<file path="src/gpi_pkg.sv">
// ----------------------------------------------------------------------------
// gpi_pkg
// Shared types, codes and defaults for the galvo point interpolator.
// ----------------------------------------------------------------------------
package gpi_pkg;

    localparam int POINTS_DEF = 5;

    localparam logic [1:0] MODE_BYTE   = 2'd0;
    localparam logic [1:0] MODE_FIRE   = 2'd1;
    localparam logic [1:0] MODE_TOGGLE = 2'd2;

    typedef struct packed {
        logic [1:0] mode;
        logic [7:0] data_byte;
        logic       last_byte;
    } t_in_beat;

    typedef struct packed {
        logic [7:0] x_value;
        logic [7:0] y_value;
        logic [7:0] laser_value;
    } t_out_beat;

    typedef struct packed {
        logic       strobe;
        logic       last;
        logic [7:0] data;
    } t_tbl_wr;

endpackage

</file>
<file path="src/gpi_point_table.sv">
// ----------------------------------------------------------------------------
// gpi_point_table
// Packet byte staging and the committed table of output points, with the
// midpoints worked out at commit.
// ----------------------------------------------------------------------------
module gpi_point_table
    import gpi_pkg::*;
#(
    parameter int POINTS = POINTS_DEF,
    localparam int NBYTES = 3 * POINTS,
    localparam int NPOS = 2 * POINTS - 1,
    localparam int AW = $clog2(NPOS)
) (
    input  logic          i_clk,
    input  logic          i_rst_n,
    input  t_tbl_wr       i_wr,
    input  logic [AW-1:0] i_rd_addr,
    output t_out_beat     o_point
);

    localparam int BPW = $clog2(NBYTES + 1);
    localparam int SW  = $clog2(NBYTES);

    function automatic logic [7:0] mid8(input logic [7:0] a, input logic [7:0] b);
        logic [8:0] s;
        s = {1'b0, a} + {1'b0, b};
        return s[8:1];
    endfunction

    logic [7:0]     r_staged [NBYTES];
    logic [7:0]     n_staged [NBYTES];
    logic [BPW-1:0] r_pos;
    logic [BPW-1:0] n_pos;
    t_out_beat      r_table [NPOS];
    t_out_beat      n_table [NPOS];
    logic           room;

    assign room = (r_pos < BPW'(NBYTES));

    always_comb begin
        n_staged = r_staged;
        n_pos    = r_pos;
        if (i_wr.strobe && room) begin
            n_staged[r_pos[SW-1:0]] = i_wr.data;
            n_pos = r_pos + 1'b1;
        end
        if (i_wr.strobe && i_wr.last) begin
            n_pos = '0;
        end
    end

    always_comb begin
        for (int p = 0; p < POINTS; p++) begin
            n_table[2*p] = '{x_value:     n_staged[3*p],
                             y_value:     n_staged[3*p+1],
                             laser_value: n_staged[3*p+2]};
        end
        for (int p = 0; p < POINTS - 1; p++) begin
            n_table[2*p+1] = '{x_value:     mid8(n_staged[3*p], n_staged[3*p+3]),
                               y_value:     mid8(n_staged[3*p+1], n_staged[3*p+4]),
                               laser_value: n_staged[3*p+2]};
        end
    end

    always_ff @(posedge i_clk) begin
        if (!i_rst_n) begin
            r_staged <= '{default: '0};
            r_pos    <= '0;
            r_table  <= '{default: '0};
        end else begin
            r_staged <= n_staged;
            r_pos    <= n_pos;
            if (i_wr.strobe && i_wr.last) begin
                r_table <= n_table;
            end
        end
    end

    assign o_point = r_table[i_rd_addr];

`ifndef SYNTHESIS
    a_pos_bound: assert property (@(posedge i_clk) disable iff (!i_rst_n)
        r_pos <= BPW'(NBYTES))
        else $error("byte position beyond staging area");

    a_commit_clears: assert property (@(posedge i_clk) disable iff (!i_rst_n)
        i_wr.strobe && i_wr.last |=> r_pos == '0)
        else $error("byte position not cleared by commit");

    a_full_holds: assert property (@(posedge i_clk) disable iff (!i_rst_n)
        i_wr.strobe && !i_wr.last && !room |=> $stable(r_pos))
        else $error("byte position moved past full packet");
`endif

endmodule

</file>
<file path="src/galvo_point_interpolator_unit.sv">
// ----------------------------------------------------------------------------
// galvo_point_interpolator_unit
// Packet staging, fire tick sequencing and point output for the galvo DACs.
// ----------------------------------------------------------------------------
// Latency: a point is registered and appears on o_out_valid in the cycle after its tick beat.
// Throughput: one beat per cycle; o_in_ready drops only while the output
// register holds a point not yet taken.
// Reset: synchronous, active low; clears staging, stores and counters and
// selects interpolated mode.
module galvo_point_interpolator_unit
    import gpi_pkg::*;
#(
    parameter int POINTS = POINTS_DEF
) (
    input  logic      i_clk,
    input  logic      i_rst_n,
    input  logic      i_in_valid,
    output logic      o_in_ready,
    input  t_in_beat  i_in_data,
    output logic      o_out_valid,
    input  logic      i_out_ready,
    output t_out_beat o_out_data
);

    localparam int NPOS = 2 * POINTS - 1;
    localparam int AW   = $clog2(NPOS);
    localparam int OW   = $clog2(POINTS + 1);

    logic          r_interp;
    logic          n_interp;
    logic [7:0]    r_step;
    logic [7:0]    n_step;
    logic [OW-1:0] r_orig;
    logic [OW-1:0] n_orig;
    logic          r_out_valid;
    t_out_beat     r_out_data;

    logic          accept;
    logic          emit;
    logic [AW-1:0] rd_addr;
    t_tbl_wr       tbl_wr;
    t_out_beat     point;

    assign o_in_ready = !r_out_valid || i_out_ready;
    assign accept     = i_in_valid && o_in_ready;

    assign tbl_wr = '{strobe: accept && (i_in_data.mode == MODE_BYTE),
                      last:   i_in_data.last_byte,
                      data:   i_in_data.data_byte};

    assign rd_addr = r_interp ? r_step[AW-1:0] : AW'({r_orig, 1'b0});

    always_comb begin
        n_interp = r_interp;
        n_step   = r_step;
        n_orig   = r_orig;
        emit     = 1'b0;
        if (accept) begin
            case (i_in_data.mode)
                MODE_BYTE: begin
                    if (i_in_data.last_byte) begin
                        n_step = '0;
                        n_orig = '0;
                    end
                end
                MODE_FIRE: begin
                    if (r_interp) begin
                        if (r_step < 8'(NPOS)) begin
                            emit   = 1'b1;
                            n_step = r_step + 8'd1;
                        end
                    end else begin
                        if (!r_step[0] && (r_orig < OW'(POINTS))) begin
                            emit   = 1'b1;
                            n_orig = r_orig + 1'b1;
                        end
                        n_step = r_step + 8'd1;
                    end
                end
                MODE_TOGGLE: begin
                    n_interp = !r_interp;
                    n_step   = '0;
                    n_orig   = '0;
                end
                default: begin
                end
            endcase
        end
    end

    gpi_point_table #(
        .POINTS (POINTS)
    ) u_table (
        .i_clk     (i_clk),
        .i_rst_n   (i_rst_n),
        .i_wr      (tbl_wr),
        .i_rd_addr (rd_addr),
        .o_point   (point)
    );

    always_ff @(posedge i_clk) begin
        if (!i_rst_n) begin
            r_interp    <= 1'b1;
            r_step      <= '0;
            r_orig      <= '0;
            r_out_valid <= 1'b0;
        end else begin
            r_interp <= n_interp;
            r_step   <= n_step;
            r_orig   <= n_orig;
            if (emit) begin
                r_out_valid <= 1'b1;
            end else if (i_out_ready) begin
                r_out_valid <= 1'b0;
            end
        end
    end

    always_ff @(posedge i_clk) begin
        if (emit) begin
            r_out_data <= point;
        end
    end

    assign o_out_valid = r_out_valid;
    assign o_out_data  = r_out_data;

`ifndef SYNTHESIS
    a_orig_bound: assert property (@(posedge i_clk) disable iff (!i_rst_n)
        r_orig <= OW'(POINTS))
        else $error("original index beyond point count");

    a_interp_orig_idle: assert property (@(posedge i_clk) disable iff (!i_rst_n)
        r_interp |-> r_orig == '0)
        else $error("original index moved in interpolated mode");

    a_emit_shows: assert property (@(posedge i_clk) disable iff (!i_rst_n)
        emit |=> o_out_valid && o_out_data == $past(point))
        else $error("emitted point not presented");

    a_toggle_clears: assert property (@(posedge i_clk) disable iff (!i_rst_n)
        accept && i_in_data.mode == MODE_TOGGLE |=> r_step == '0 && r_orig == '0)
        else $error("mode toggle left counters set");
`endif

endmodule

</file>
<file path="config.mk">
export PLATFORM = sky130hd
export DESIGN_NAME = galvo_point_interpolator_unit
export DESIGN_NICKNAME = d
export VERILOG_FILES = /design/src/gpi_pkg.sv /design/src/gpi_point_table.sv /design/src/galvo_point_interpolator_unit.sv
export SDC_FILE = /design/constraint.sdc
export NUM_CORES = 1
export LEC_CHECK = 0
export CELL_PAD_IN_SITES_DETAIL_PLACEMENT = 0
export CELL_PAD_IN_SITES_GLOBAL_PLACEMENT = 2
export CORE_ASPECT_RATIO = 1.5
export CORE_MARGIN = 4
export CORE_UTILIZATION = 41
export CTS_CLUSTER_DIAMETER = 80
export CTS_CLUSTER_SIZE = 24
export DETAILED_ROUTE_END_ITERATION = 10
export DONT_BUFFER_PORTS = 1
export GPL_TIMING_DRIVEN = 0
export PLACE_DENSITY_LB_ADDON = 0.1
export SLEW_MARGIN = 20
export SYNTH_ARGS = -nofsm -noshare
export SYNTH_HDL_FRONTEND = slang
export SYNTH_SLANG_ARGS = --single-unit
</file>
<file path="constraint.sdc">
create_clock -name i_clk -period 3.98 [get_ports i_clk]
set_input_delay 0.398 -clock i_clk [delete_from_list [all_inputs] [get_ports i_clk]]
set_output_delay 0.398 -clock i_clk [all_outputs]
set_load 0.01 [all_outputs]
</file>
# Yosys cells after proc, flatten, opt, wreduce, memory -nomap -nowiden

Cells that the tools add are included.

Add/sub/neg operators: 11
Order comparisons: 6
Eq/ne operators: 6
Mux-type cells: 23
Bitwise gates (word level): 3
Reductions and logical operators: 17

Operator list:

| kind                  | number |
|---|---|
| $bwmux W120           | 1 |
| $mux W120             | 1 |
| $bmux W24 S4          | 1 |
| $add A8 B8 Y9         | 8 |
| $mux W24              | 2 |
| $demux W8 S4          | 1 |
| $mux W8               | 4 |
| $pmux W8 S3           | 1 |
| $ge A5 B5 Y1 const B  | 2 |
| $not A4 Y5            | 2 |
| $mux W3               | 3 |
| $pmux W3 S3           | 1 |
| $add A8 B1 Y8 const B | 1 |
| $lt A8 B4 Y1 const B  | 1 |
| $mux W1               | 7 |
| $logic_and A1 B1 Y1   | 6 |
| $ne A2 B2 Y1 const B  | 3 |
| $lt A5 B1 Y1 const B  | 1 |
| $reduce_and A5 Y1     | 1 |
| $add A4 B1 Y4 const B | 1 |
| $lt A4 B4 Y1 const B  | 1 |
| $mux W4               | 1 |
| $reduce_and A4 Y1     | 1 |
| $add A3 B1 Y3 const B | 1 |
| 12 further kinds      | 14 |

Register bits: 345
Output and inout port bits: 26
Logic and storage cells: 112

# Logic depth before layout (Yosys ltp)

Gate-level depths: netlist of run 1.

Word-level depth: 8
Gate-level depth with buffers: 16
Gate-level depth less buffers: 15

# Hierarchy

From an unflattened synthesis of run 1, not the netlist that was laid out.

Cell total of the unflattened synthesis: 1785
Area, all modules: 16612.2 um^2

Modules (own cells, without submodules):

| module                        | times used | cells each | area each (um^2) | sequential area each (um^2) |
|---|---|---|---|---|
| gpi_point_table               | 1          | 1666       | 15107.0          | 6165.9 |
| galvo_point_interpolator_unit | 1          | 119        | 1505.2           | 980.9 |

# Least setup slack after synthesis of run 1

Ideal clock, no wire load.

Path type: input to register
Start: input port i_out_ready
End: register u_table.r_table[191] in the netlist's numbering
Library setup time: 120 ps
Arrival: 3435 ps
Data required time: 3860 ps
Slack: 424 ps
Stages on the path: 15
Cells stage by stage: nand2b_1 and4_1 buf_2 nand2_2 mux2i_1 inv_1 fa_1 a21o_1 a21oi_1 a21oi_1 nor3_1 a21oi_1 maj3_1 a211oi_1 nor2_1

RTL lines:

| element              | line                                | source |
|---|---|---|
| start, declared      | galvo_point_interpolator_unit.sv:21 | `input logic i_out_ready,` |
| end signal, assigned | gpi_point_table.sv:74               | `r_table <= n_table;` |
| end, declared        | gpi_point_table.sv:34               | `t_out_beat r_table [NPOS];` |

==> summary.txt, run 1 <==
Power and ir drop
  – Net Sw Power: 1.56 mW
  – Clock network power share: 35.4%
  – P_int: 4.64 mW
  – Leakage: 7.47 nW
  – Sequential share of power: 58.0%
  – Max VDD drop: 0.359 mV
  – Power Density: 354 mW/mm^2
  – Logic pwr share: 6.6%
  – Switch share: 25.2%

Setup path
  – Critical path startpoint: o_out_valid
  – R2r endpoint: u_table.r_table[191]
  – CP arrival: 4.26 ns
  – Critical Path Sink Type: flop
  – Worst endpoint required time: 4.41 ns
  – Startpoint types: flop
  – Reg2reg start: o_out_valid
  – Critical Path Sink: u_table.r_table[191]
  – Reg-to-reg setup timing slack: 0.15 ns
  – Worst R2R Path Depth: 15
  – CP Max Fanout: 8
  – Worst setup path class: reg -> reg

Synthesis
  – Distinct cells, synth: 69
  – Synth Instances: 1718
  – Area contributors post-synth: dfxtp_1 (40%), mux2i_1 (6.1%), mux4_2 (5.6%)
  – Most frequent cell after synthesis: dfxtp_1
  – Post-synth ARST share: 0%
  – #FFs+latches synth: 345
  – Synth top area share: 39.8%
  – Mapped Area: 0.0161 sq mm
  – Number of synthesized flops with an enable pin: 24
  – Biggest area consumer among synthesized cells: dfxtp_1
  – Seq/Total Area, Yosys: 44.3%
  – Ys flop type: dfxtp_1
  – Ys Warns: 0
  – Synthesized Nets: 1789
  – Syn Area/Cell: 9.39 sq um
  – Commonest cells in the netlist: dfxtp_1 (321), nor2_1 (235), nand2_1 (158)

Global routing
  – Gr usage total: 27.9%
  – GRT overflow: 0
  – First-pass GRT wire length: 87000 um
  – Pin count of the biggest net entering global routing: 26
  – Number of global-route vias before repair: 12886
  – Initial antenna violation count: 0

Routing
  – Post-DR wirelength/cell: 27.0 um
  – Drt drc: 0
  – ANT nets after route: 0
  – Initial DRC Count: 941
  – Vias: 13000
  – Via density: 5.79
  – TritonRoute pass-1 iters: 5
  – Routed wire length: 60700 um

Clock tree
  – Htree depth: 1
  – Root Buffer: clkbuf_16
  – TritonCTS buffer count: 18
  – Clk sinks: 345
  – Clock Latency Late Sink: 0.55 ns
  – Clock transition at the registers of the reported paths: 0.10 ns
  – Clk buf depth: 3
  – CTS tree: yes

Hold path
  – Hold_sp: i_in_data[8]
  – Min-delay worst type: in -> reg

Floorplan
  – # rows: 88
  – Core Region: 0.0386 sq mm
  – Starting density of the core: 41.7%
  – IO Pins: 41
  – Die Wd: 170 um
  – Die area: 0.0427 sq mm
  – DIE HEIGHT: 251 um

Timing
  – Max frequency: 0.261 GHz
  – Slew at the pin closest to its max-slew limit: 1.23 ns
  – Period minus WS final: 3.83 ns
  – Layout Skew: 0.0159 ns
  – Worst setup margin: 0.146 ns
  – Slew headroom: 17.8%
  – # setup viols final: 0
  – Fin. Hold Viols: 0
  – Final worst path period share: 96.3%
  – RSZ-0062 raised after global routing: yes
  – Max-slew violations: 0
  – Final setup TNS: 0 ns

Cells and area
  – Final net count: 1815
  – Area growth from synthesis to layout: 8.50%
  – Filler instances: 3902
  – Post-Route Utilization: 45.3%
  – Register area: 0.00715 sq mm
  – Area of the multi-input gates: 0.00835 sq mm
  – Share of cells above drive strength 1: 7.65%
  – Antenna cells: 0
  – Fin area: 0.0175 sq mm

Placed design
  – Port Buf Inserts: 0
  – Placer Congestion: 0.904
  – Area after DPL: 0.0168 sq mm
  – Dpl ws: -0.505 ns
  – Hpwl dp: 44400 um

Status
  – Status: complete, no violations

Run
  – Max-Cap Viols: 0
## area by class of cell
class | count | area share, %
Clock buffer | 25 | 2.90
Sequential cell | 345 | 40.8
Tap cell | 495 | 3.54
Buffer | 115 | 2.63
Clock inverter | 3 | 0.250
Multi-Input combinational cell | 1174 | 47.7
Timing Repair Buffer | 9 | 0.386
Inverter | 81 | 1.74
## cell families after synthesis
family                   count (synthesis)  synth area share, %
AO/OA/AOI/OAI                          376                 15.7
XOR/XNOR                                77                 4.18
adder cells (fa/ha/maj)                 71                 5.48
buffers and inverters                  199                 4.72
flip-flops                             345                 44.3
multiplexers                           144                 12.2
AND/OR/NAND/NOR                        506                 13.5
## how the worst min path moves through the flow
stage / endpoint / slack [ns] / depth (start not counted)
4_1_cts: u_table.r_staged[103] / 0.01 / 2
2_1_floorplan: u_table.r_table[134] / 0.42 / 2
6_report: u_table.r_staged[79] / 0.03 / 2
3_3_place_gp: u_table.r_table[182] / 0.43 / 2
3_5_place_dp: u_table.r_table[182] / 0.44 / 2
5_1_grt: u_table.r_staged[31] / 0.04 / 2
## worst max-delay path: stages (launching register included)
cell      delay, ns
dfxtp_1        0.41
nand2b_1       0.17
and4_1         0.22
buf_2          0.21
nand2_4        0.23
mux2i_4        0.39
inv_1          0.19
ha_1           0.36
a21o_1         0.21
a21oi_2        0.20
a21oi_1        0.10
nor3_1         0.16
a21oi_1        0.11
maj3_1         0.39
a211oi_1       0.28
nor2_1         0.08
## power by group through the flow
stage / clock network, mW / registers [mW] / logic, mW
4_1_cts: 2.25 / 3.59 / 0.405
5_1_grt: 2.36 / 3.60 / 0.431
3_3_place_gp: 0 / 3.67 / 0.397
3_5_place_dp: 0 / 3.67 / 0.402
6_report: 2.19 / 3.59 / 0.409
2_1_floorplan: 0 / 3.66 / 0.234
## registers in the layout, indices dropped and copies added (netlist names)
signal            cells
u_table.r_table     184
u_table.r_staged    120
o_out_data           24
r_step                8
u_table.r_pos         4
r_orig                3
o_out_valid           1
r_interp              1
## metal layers
metal | vias up | part of all wire (%) | global-route usage (%)
li1 | 6104 | - | -
met1 | 6428 | 39 | 32.4
met2 | 344 | 51 | 49.9
met3 | 124 | 3.5 | 2.45
met4 | 0 | 6.4 | 15.7
met5 | - | 0 | 0
## repair_timing
action,CTS,global route
gates resized for setup,14,19
setup buffers,2,5
setup endpoints to repair,13,18
hold buffers,0,0
pin swaps,0,1
## cell usage in the layout, fill, tap and decap left out, types with 7 or more instances in the layout
cell type  synthesis  routed
o22a_1            42      42
inv_1             78      78
a22o_1             8       8
nand3_1           46      44
a21oi_1          105     103
a21o_1            16      16
clkbuf_16          0      19
mux4_2            40      40
buf_4              0       9
a31oi_1           10      10
xnor2_1           50      50
nand2_1          158     156
maj3_1            12      12
buf_2              6       7
nor2_1           235     233
edfxtp_1          24      24
nor3_1            10       9
o21ai_0           48      47
xor2_1            27      27
a211oi_1          95      95
nor2b_1            7       7
clkbuf_1         104      98
mux2i_1           98      85
clkbuf_2           0       7
mux2i_2            0      10
dfxtp_1          321     321
ha_1              52      51
## through the flow
step                hold WS [ns]  instances  power, mW
global placement           0.430       2213       4.07
detailed placement         0.444       2215       4.07
CTS                       0.0130       2245       6.24
finish                    0.0320       2247       6.19
global route              0.0407       2247       6.39
floorplan                  0.420       1718       3.89
Note: power is estimated with default switching activity, not from simulation.
==> run 2, diff against run 1 <==
SKIP_LAST_GASP = 1   (was default)
SYNTH_HIERARCHICAL = 1   (was default)
==> summary.txt, run 2 <==
Timing
  – Max frequency: 0.257 GHz
  – Slew at the pin closest to its max-slew limit: 1.16 ns
  – # setup viols final: 0
  – Final worst path period share: 97.9%
  – Period minus WS final: 3.90 ns
  – Slew headroom: 22.5%
  – RSZ-0062 raised after global routing: yes
  – Layout Skew: 0.0251 ns
  – Worst setup margin: 0.0825 ns
  – Max-slew violations: 0
  – Fin. Hold Viols: 0

Routing
  – Routed wire length: 61100 um
  – TritonRoute pass-1 iters: 5
  – Via density: 5.77
  – ANT nets after route: 0
  – Post-DR wirelength/cell: 25.9 um
  – Initial DRC Count: 853
  – Vias: 13624
  – Drt drc: 0

Cells and area
  – Antenna cells: 0
  – Most frequent cells in the layout: dfxtp_1 (321), nor2_1 (258), nand2_1 (185)
  – Final net count: 1909
  – Area growth from synthesis to layout: 12.1%
  – Most common cell after layout, fill and taps aside: dfxtp_1
  – Max reg flops: 184
  – Top reg by flops: u_table/r_table
  – Share of cells above drive strength 1: 14.2%

Synthesis
  – Synth Instances: 1785
  – Post-synth ARST share: 0%
  – Most frequent cell after synthesis: dfxtp_1
  – Number of synthesized flops with an enable pin: 24
  – Commonest cells in the netlist: dfxtp_1 (321), nor2_1 (259), nand2_1 (186)
  – Synth top area share: 38.7%
  – Ys flop type: dfxtp_1
  – Syn Area/Cell: 9.31 sq um
  – #FFs+latches synth: 345
  – Biggest area consumer among synthesized cells: dfxtp_1
  – Ys Warns: 6
  – Mapped Area: 0.0166 sq mm
  – Synthesized Nets: 1845
  – Area contributors post-synth: dfxtp_1 (39%), nor2_1 (5.9%), mux4_2 (5.4%)
  – Seq/Total Area, Yosys: 43.0%
  – Distinct cells, synth: 90

Floorplan
  – DIE HEIGHT: 255 um
  – # rows: 90
  – Die Wd: 172 um
  – Die area: 0.0439 sq mm
  – IO Pins: 41
  – Core Region: 0.0401 sq mm
  – Starting density of the core: 41.4%

Setup path
  – Crit path largest cell delay: 0.50 ns
  – CP Depth: 13
  – Critical Path Sink Type: flop
  – Critical path's top delay family: buffers and inverters
  – CP arrival: 4.36 ns
  – Crit-path cells: nand2b_1 > buf_6 > nand2_2 > nor3_4 > buf_6 > buf_12 > clkbuf_1 > and2_1 > clkbuf_1 > clkbuf_2 > clkbuf_2 > nand2_1 > a21oi_1
  – Worst setup path class: reg -> reg
  – CP Max Fanout: 10
  – Startpoint types: flop
  – R2r endpoint: u_table/r_table[136]
  – Critical path's slowest cell: clkbuf_1
  – CP bufs+invs: 7
  – Worst endpoint required time: 4.44 ns
  – Worst R2R Path Depth: 13
  – Reg2reg start: o_out_valid
  – Critical path startpoint: o_out_valid
  – Critical Path Sink: u_table/r_table[136]
  – Reg-to-reg setup timing slack: 0.08 ns

Placed design
  – Placer Congestion: 0.850
  – Port Buf Inserts: 0
  – Hpwl dp: 45800 um
  – Dpl ws: -1.66 ns

Global routing
  – Number of global-route vias before repair: 13605
  – First-pass GRT wire length: 89000 um
  – M3 GR Usage: 2.12%
  – Initial antenna violation count: 0
  – Layer with the highest usage: met2
  – Pin count of the biggest net entering global routing: 26
  – Gr usage total: 27.6%
  – Global routing usage on met2: 52.1%
  – GRT overflow: 0
  – Global Route met1 Usage: 31.0%

Power and ir drop
  – Switch share: 25.2%
  – Sequential share of power: 58.1%
  – Max VDD drop: 0.276 mV
  – Pwr Total: 6.19 mW
  – Logic pwr share: 7.6%
  – Clock network power share: 34.3%
  – Power Density: 332 mW/mm^2
  – Leakage: 7.47 nW
  – P_int: 4.63 mW
  – Net Sw Power: 1.56 mW

Clock tree
  – CTS tree: yes
  – Clock transition at the registers of the reported paths: 0.10 ns
  – Clk buf depth: 3
  – Clock Latency Late Sink: 0.54 ns
  – Htree depth: 1
  – TritonCTS buffer count: 18
  – Clk sinks: 345
  – Root Buffer: clkbuf_16

Run
  – Max-Cap Viols: 0

Hold path
  – Min-delay worst type: in -> reg

Status
  – Status: complete, no violations
## run 2: layer usage
layer	up-vias	part of all wire, %
met5	-	0
met4	0	5.1
met3	101	3.4
met2	327	54
met1	6784	38
li1	6412	-
## run 2: timing repair
action | CTS | global route
pin swaps | 11 | 8
resized for setup | 94 | 20
hold buffers | 2 | 0
endpoints found under the setup margin | 185 | 81
buffers inserted | 24 | 16
endpoints found under the hold margin | 5 | 0
## run 2: cell type report
cell class / count / area [sq um]
clock buffers: 26 / 522
fillers: 4015 / 21500
multi-input cells: 1221 / 8970
inverters: 88 / 330
plain buffers: 131 / 681
clock inverters: 1 / 11.3
repair buffers: 44 / 339
well taps: 506 / 633
flip-flops and latches: 345 / 7150
## run 2: stage by stage
step	cells	TNS (ns)	util, %	instance area (sq um)	hold WS, ns
after floorplan	1785	0	-	16600	0.429
after global placement	2291	-170.51	43.0	17200	0.437
after detailed placement	2293	-160.73	43.1	17300	0.445
after CTS	2346	-0.327	45.9	18400	0.00873
after global routing	2362	-0.0290	46.5	18600	0.0138
final	2362	0	46.5	18600	0.0254
## run 2: how the worst min path moves through the flow
| stage | to | start | depth (start not counted) | slack [ns] |
|---|---|---|---|---|
| 5_1_grt | o_out_valid | i_in_valid | 2 | 0.01 |
| 4_1_cts | u_table/r_staged[54] | i_in_data[7] | 2 | 0.009 |
| 2_1_floorplan | u_table/r_table[131] | u_table/r_table[131] | 2 | 0.43 |
| 3_3_place_gp | u_table/r_table[140] | u_table/r_table[140] | 2 | 0.44 |
| 6_report | u_table/r_staged[54] | i_in_data[7] | 2 | 0.03 |
| 3_5_place_dp | u_table/r_table[91] | u_table/r_table[91] | 2 | 0.44 |
## run 2: kinds of logic (layout without fill, tap and decap cells)
kind of cell    count (synthesis)  after routing  share of synthesized area [%]
buf+inv                       219            290                           5.48
fa+ha+maj                      51             51                           4.05
compound gates                403            403                           16.9
flops                         345            345                           43.0
xor+xnor                       66             66                           3.48
simple gates                  566            566                           15.4
mux                           135            135                           11.7
## run 2: power by group through the flow
stage / sequential (mW) / clock (mW) / combinational (mW)
2_1_floorplan: 3.66 / 0 / 0.283
3_3_place_gp: 3.67 / 0 / 0.445
4_1_cts: 3.60 / 2.19 / 0.466
3_5_place_dp: 3.68 / 0 / 0.451
5_1_grt: 3.61 / 2.30 / 0.500
6_report: 3.60 / 2.12 / 0.469
## run 2: worst register-to-register path: stages, from the launching register on
cell and delay, ns:
dfxtp_1 0.35, nand2b_1 0.10, buf_6 0.14, nand2_2 0.10, nor3_4 0.32, buf_6 0.20, buf_12 0.16, clkbuf_1 0.49
and2_1 0.26, clkbuf_1 0.50, clkbuf_2 0.46, clkbuf_2 0.48, nand2_1 0.12, a21oi_1 0.13
